--- src/rtl/hrc_pkg.sv ---
`default_nettype none
// ----------------------------------------------------------------------------
// hrc_pkg: shared types and constants for the haversine radius check
// Fixed-point formats, angle reduction constants and CORDIC tables.
// ----------------------------------------------------------------------------
package hrc_pkg;

    localparam int CORDIC_STAGES_DEF = 24;

    // angle in half-microdegrees
    localparam int ANG_W = 30;
    // width used for exact modular reduction
    localparam int RED_W = 31;
    // folded magnitude, at most a quarter turn
    localparam int MAG_W = 28;
    // sine / cosine / vectoring x,y (Q30, signed)
    localparam int CS_W  = 33;
    // CORDIC angles (Q29, signed)
    localparam int Z_W   = 33;

    localparam logic signed [RED_W-1:0] UNITS_FULL    = 31'sd720000000;
    localparam logic signed [RED_W-1:0] UNITS_HALF    = 31'sd360000000;
    localparam logic signed [RED_W-1:0] UNITS_QUARTER = 31'sd180000000;

    // radians per half-microdegree, scaled by 2^61, split for two products
    localparam logic [34:0] RAD_SCALE = 35'd20122276272;
    localparam int          RAD_LO_W  = 18;
    localparam int          RAD_HI_W  = 35 - RAD_LO_W;
    localparam logic [RAD_HI_W-1:0] RAD_HI = RAD_SCALE[34:RAD_LO_W];
    localparam logic [RAD_LO_W-1:0] RAD_LO = RAD_SCALE[RAD_LO_W-1:0];

    localparam logic signed [CS_W-1:0] CORDIC_GAIN_Q30 = 33'sd652032874;
    localparam logic signed [CS_W-1:0] ONE_Q30         = 33'sd1073741824;

    // integer square root of a 61-bit value, one result bit per step
    localparam int SQ_IN_W  = 61;
    localparam int SQ_N_W   = 62;
    localparam int SQ_STEPS = 31;
    localparam int SQ_OUT_W = 31;

    localparam int          DIAM_W     = 24;
    localparam logic [DIAM_W-1:0] EARTH_DIAM_M = 24'd12742000;
    localparam int          DIST_W     = 25;
    localparam int          DPROD_W    = 56;

    typedef logic signed [ANG_W-1:0] t_angle;
    typedef logic signed [CS_W-1:0]  t_trig;
    typedef logic signed [Z_W-1:0]   t_zang;

    function automatic t_zang atan_q29(input int i);
        t_zang r;
        unique case (i)
            0:  r = 33'sd421657428;
            1:  r = 33'sd248918915;
            2:  r = 33'sd131521918;
            3:  r = 33'sd66762579;
            4:  r = 33'sd33510843;
            5:  r = 33'sd16771758;
            6:  r = 33'sd8387925;
            7:  r = 33'sd4194219;
            8:  r = 33'sd2097141;
            9:  r = 33'sd1048575;
            10: r = 33'sd524288;
            default: begin
                if (i <= 29) r = t_zang'(33'sd1 <<< (29 - i));
                else r = '0;
            end
        endcase
        return r;
    endfunction

    // Q30 product, rounded half away from zero
    function automatic t_trig mul_q30(input t_trig a, input t_trig b);
        logic        neg;
        logic [CS_W-1:0] ua;
        logic [CS_W-1:0] ub;
        logic [63:0] p;
        t_trig       r;
        neg = a[CS_W-1] ^ b[CS_W-1];
        ua  = a[CS_W-1] ? -a : a;
        ub  = b[CS_W-1] ? -b : b;
        p   = (64'(ua[31:0]) * 64'(ub[31:0]) + (64'd1 << 29)) >> 30;
        r   = t_trig'(p[CS_W-1:0]);
        return neg ? -r : r;
    endfunction

endpackage
`default_nettype wire

--- src/rtl/hrc_isqrt.sv ---
`default_nettype none
// ----------------------------------------------------------------------------
// hrc_isqrt: pipelined floor integer square root
// Input register plus one restoring step per stage.
// ----------------------------------------------------------------------------
module hrc_isqrt (
    input  wire                          i_clk,
    input  wire                          i_en,
    input  wire [hrc_pkg::SQ_IN_W-1:0]   i_n,
    output logic [hrc_pkg::SQ_OUT_W-1:0] o_root
);
    import hrc_pkg::*;

    logic [SQ_N_W-1:0] r_n [0:SQ_STEPS];
    logic [SQ_N_W-1:0] r_r [0:SQ_STEPS];

    always_ff @(posedge i_clk) begin
        logic [SQ_N_W-1:0] bitv;
        logic [SQ_N_W-1:0] trial;
        if (i_en) begin
            r_n[0] <= SQ_N_W'(i_n);
            r_r[0] <= '0;
            for (int k = 0; k < SQ_STEPS; k++) begin
                bitv  = SQ_N_W'(1) << (2 * (SQ_STEPS - 1 - k));
                trial = r_r[k] + bitv;
                if (r_n[k] >= trial) begin
                    r_n[k+1] <= r_n[k] - trial;
                    r_r[k+1] <= (r_r[k] >> 1) + bitv;
                end else begin
                    r_n[k+1] <= r_n[k];
                    r_r[k+1] <= r_r[k] >> 1;
                end
            end
        end
    end

    assign o_root = r_r[SQ_STEPS][SQ_OUT_W-1:0];

endmodule
`default_nettype wire
--- config.mk ---
export PLATFORM = sky130hd
export DESIGN_NAME = hrc_isqrt
export DESIGN_NICKNAME = d
export VERILOG_FILES = /design/src/rtl/hrc_pkg.sv /design/src/rtl/hrc_isqrt.sv
export SDC_FILE = /design/constraint.sdc
export NUM_CORES = 2
export LEC_CHECK = 0
export ABC_CLOCK_PERIOD_IN_PS = 4500
export BUFFER_PORTS_ARGS = -buffer_cell sky130_fd_sc_hd__buf_4
export CAP_MARGIN = 0
export CORE_ASPECT_RATIO = 0.8
export CORE_MARGIN = 2
export CORE_UTILIZATION = 58
export CTS_CLUSTER_DIAMETER = 100
export DETAILED_ROUTE_END_ITERATION = 16
export PLACE_DENSITY = 0.74
export SYNTH_ARGS = -nofsm -noshare
export SYNTH_HDL_FRONTEND = slang
export SYNTH_SLANG_ARGS = --single-unit
--- constraint.sdc ---
create_clock -name i_clk -period 4.5 [get_ports i_clk]
set_input_delay 0.675 -clock i_clk [delete_from_list [all_inputs] [get_ports i_clk]]
set_output_delay 0.675 -clock i_clk [all_outputs]
set_load 0.05 [all_outputs]
==> flow_summary_export.csv <==
group,metric,value,unit
status,status,"finished with violations",
status,violations,"capacitance limit",
floorplan,dieArea,0.205,mm2
worst_setup_path,cp_max_fo,14,
logic_synthesis,yosys_register_bits,2417,
floorplan,coreArea,0.200,mm2
timing,finalHoldViolCount,0,
logic_synthesis,ys_seq_area_share,62.1,%
worst_setup_path,cp_common_cell,"o21ai_0",
logic_synthesis,synth-compound-area-share,9.27,%
floorplan,die_h,405,um
logic_synthesis,syn_area,0.117,mm2
logic_synthesis,avgSynthCellArea,12.4,um2
global_route,grtUsageTotal,30.4,%
logic_synthesis,synth_top_family_by_area,"simple AND/OR/NAND/NOR gates",
power_and_ir_drop,powerDensity,502,mW/mm2
logic_synthesis,synthXorXnorAreaFrac,6.18,%
worst_setup_path,slowest_delay,0.61,ns
clocking,numCtsBuffers,228,
route,routed_wirelength,315,mm
global_route,grt_pass1_wl,468,mm
logic_synthesis,synthAdderAreaFrac,5.60,%
worst_setup_path,endpoint_kind,"register",
clocking,clock_sinks,2417,
worst_setup_path,slowest_stage,"or4b_2",
clocking,cts_tree,"done",
logic_synthesis,yosysUniqueCellTypes,92,
route,ant_nets,0,
global_route,grt_overflow_total,0,
clocking,clockBufferDepth,3,
route,drtIter0Drc,10621,
timing,rsz0062_at_grt,"false",
timing,period_minus_slack,4.15,ns
worst_setup_path,cp.buffers_inverters,1,
route,vias_per_cell,6.29,
placed_design,hpwl,234,mm
timing,tightest_slew,1.48,ns
min_path,hp-class,"input pin to register",
clocking,root_buffer,"clkbuf_16",
route,dr.pass1.iters,7,
worst_setup_path,critical_path_class,"register to register",
logic_synthesis,syn-num-nets,9989,
final_layout,nets,10224,
global_route,grt_pass1_vias,73004,
clocking,ctsResizeCount,0,
clocking,h-tree-depth,4,
final_layout,fin_area,0.129,mm2
worst_setup_path,critical_path_arrival,4.72,ns
floorplan,fp-row-count,147,
flow_run,cap_violations,1,
floorplan,io_pins,94,
clocking,clk_latency,0.92,ns
route,num_vias,78603,
clocking,clkTransAtPathRegs,0.07,ns
final_layout,fillers,14740,
logic_synthesis,synth-simple-area-share,13.0,%
placed_design,gp_congestion,0.973,
power_and_ir_drop,ir_drop,0.434,mV
timing,setup_viol,0,
timing,fin_tns_setup,0,ns
worst_setup_path,start_kind,"register",
final_layout,fin_util,64.4,%
logic_synthesis,syn_inst,9403,
global_route,grt_max_degree,176,
logic_synthesis,ys_warn_count,0,
worst_setup_path,crit_path_cell_trace,"inv_1, ha_1, or4b_2, or4_1, nor4_1, a2111oi_0, o22a_1, o21ai_0, o211ai_1, o31ai_1, o21ai_0",
placed_design,port_buffers,93,
final_layout,drive_gt1_share,7.37,%
worst_setup_path,cpLargestDelayFamily,"compound AO/OA/AOI/OAI gates",
route,drc,0,
timing,fin_crit_sh,92.3,%
global_route,antenna_found_initial,9,
worst_setup_path,crit_required,5.07,ns
floorplan,die_w,506,um
floorplan,initial_core_util,58.3,%
timing,setup_slack,0.348,ns
logic_synthesis,synth_edf_count,2417,
placed_design,place_area,0.121,mm2
timing,drv_slew,0,
logic_synthesis,postSynth.asyncResetShare,0,%
logic_synthesis,synth-main-ff-cell,"edfxtp_1",
placed_design,place_ws,0.478,ns
timing,slew_headroom,0.203,%
power_and_ir_drop,power_leakage,47.8,nW
route,post_drt_wl_per_cell,25.2,um
logic_synthesis,muxShareOfSynthArea,0.765,%
timing,fmax,0.241,GHz
timing,fin_worst_skew,0.104,ns
final_layout,areaGrowthSynthToFinish,10.6,%
[layout by cell type, fill, tap and decap left out, types with 29 or more instances in the layout]
cell	n
nor3_1	267
buf_4	205
o31ai_1	36
nand2_1	674
clkbuf_1	34
nor4_1	378
a211oi_1	42
o211ai_1	45
and3_1	41
a21oi_1	441
or3_1	108
nor2b_1	67
nand4b_1	32
clkinv_1	40
nand4_1	160
edfxtp_1	2417
and2_1	29
inv_1	648
nor3b_1	30
nand3b_1	29
clkbuf_16	228
dlygate4sd3_1	61
o21ai_0	557
nor2_1	519
xor2_1	438
o21bai_1	65
a31oi_1	62
or4_1	88
nand3_1	182
xnor2_1	386
nor4b_1	65
ha_1	523
o21a_1	74
nand2b_1	90
clkinv_2	33
a21o_1	195
or2_2	52
mux2_2	66
[final cells by class]
class                      count  area [um2]  share of cell area, %
antenna                        4        10.0                0.00775
clock buffer                 262        5830                   4.52
clock inverter               145        1840                   1.43
inverter                     648        2430                   1.88
multi-input combinational   6064       40700                   31.5
sequential                  2417       72600                   56.2
tap                         2682        3360                   2.60
timing repair buffer         279        2420                   1.87
[flip-flops by register name (all words and copies together) (netlist names)]
| name | cells |
|---|---|
| r_r | 496 |
| r_n | 1921 |
[cells in the mapped netlist, drive strengths merged (13+ instances only)]
cell     count  area [um2]
and3        41         257
buf         48         339
o21ai      561        2810
nor4b       67         593
nor2       519        1950
nand4b      32         280
nor4       380        2380
xnor2      386        3380
o21a        74         556
a31oi       63         394
mux2i       15         150
or3        108         676
o21bai      66         495
nand3      182         911
mux2        66         743
nand3b      29         218
o41ai       13         114
nand2      674        2530
a21oi      441        2210
a31o        14         123
and4b       15         150
nand4      160        1000
o31ai       36         270
nor3       272        1370
and2        30         188
edfxtp    2417       72600
a2111oi     24         218
clkbuf     226         851
a21o       195        1460
a211oi      43         323
or4         91         694
a211o       16         140
inv        648        2430
nor3b       30         225
a21boi      26         195
ha         523        6540
xor2       438        3840
or2         56         350
nor2b       67         419
nand2b      90         563
o211ai      45         338
[cells by family (layout without fill, tap and decap cells)]
kind of cell    Yosys count  count (layout)
mux                      81              81
buf+inv                 922            1334
xor+xnor                824             824
flops                  2417            2417
other cells               0               4
compound gates         1750            1750
simple gates           2886            2886
fa+ha+maj               523             523
[stage by stage]
stage / std cells / power (mW) / hold slack (ns)
after floorplan: 9403 / 39.9 / 0.400
after CTS: 12497 / 64.6 / 0.217
after global routing: 12497 / 67.5 / 0.245
final: 12501 / 64.8 / 0.311
after global placement: 12029 / 44.8 / 0.401
after detailed placement: 12029 / 44.9 / 0.405
[routing by layer]
metal,wire length (um),vias to the layer above,global-route usage (%)
met3,33700,436,6.26
met2,125000,4006,41.0
li1,-,35858,-
met5,68,-,0
met4,6530,6,6.46
met1,149000,38297,50.2
[power breakdown]
part | internal (mW) | total, mW | switching, mW
registers | 28.4 | 31.1 | 2.73
logic | 5.34 | 14.0 | 8.61
clock network | 11.0 | 19.7 | 8.71
[final timing paths]
| path | to | slack (ns) | cells past startpoint | startpoint |
|---|---|---|---|---|
| hold reg to reg | r_r[1][830] | 0.40 | 0 | r_r[1][769] |
| hold / removal | r_n[1][736] | 0.31 | 1 | i_en |
| setup / recovery | r_n[1][543] | 0.35 | 11 | r_r[1][451] |
| setup reg to reg | r_n[1][543] | 0.35 | 11 | r_r[1][451] |
[what timing repair did]
item / CTS / global route
hold buffers: 61 / 0
endpoints found under the hold margin: 61 / 0
buffers inserted: 0 / 0
Note: power is estimated with default switching activity, not from simulation.
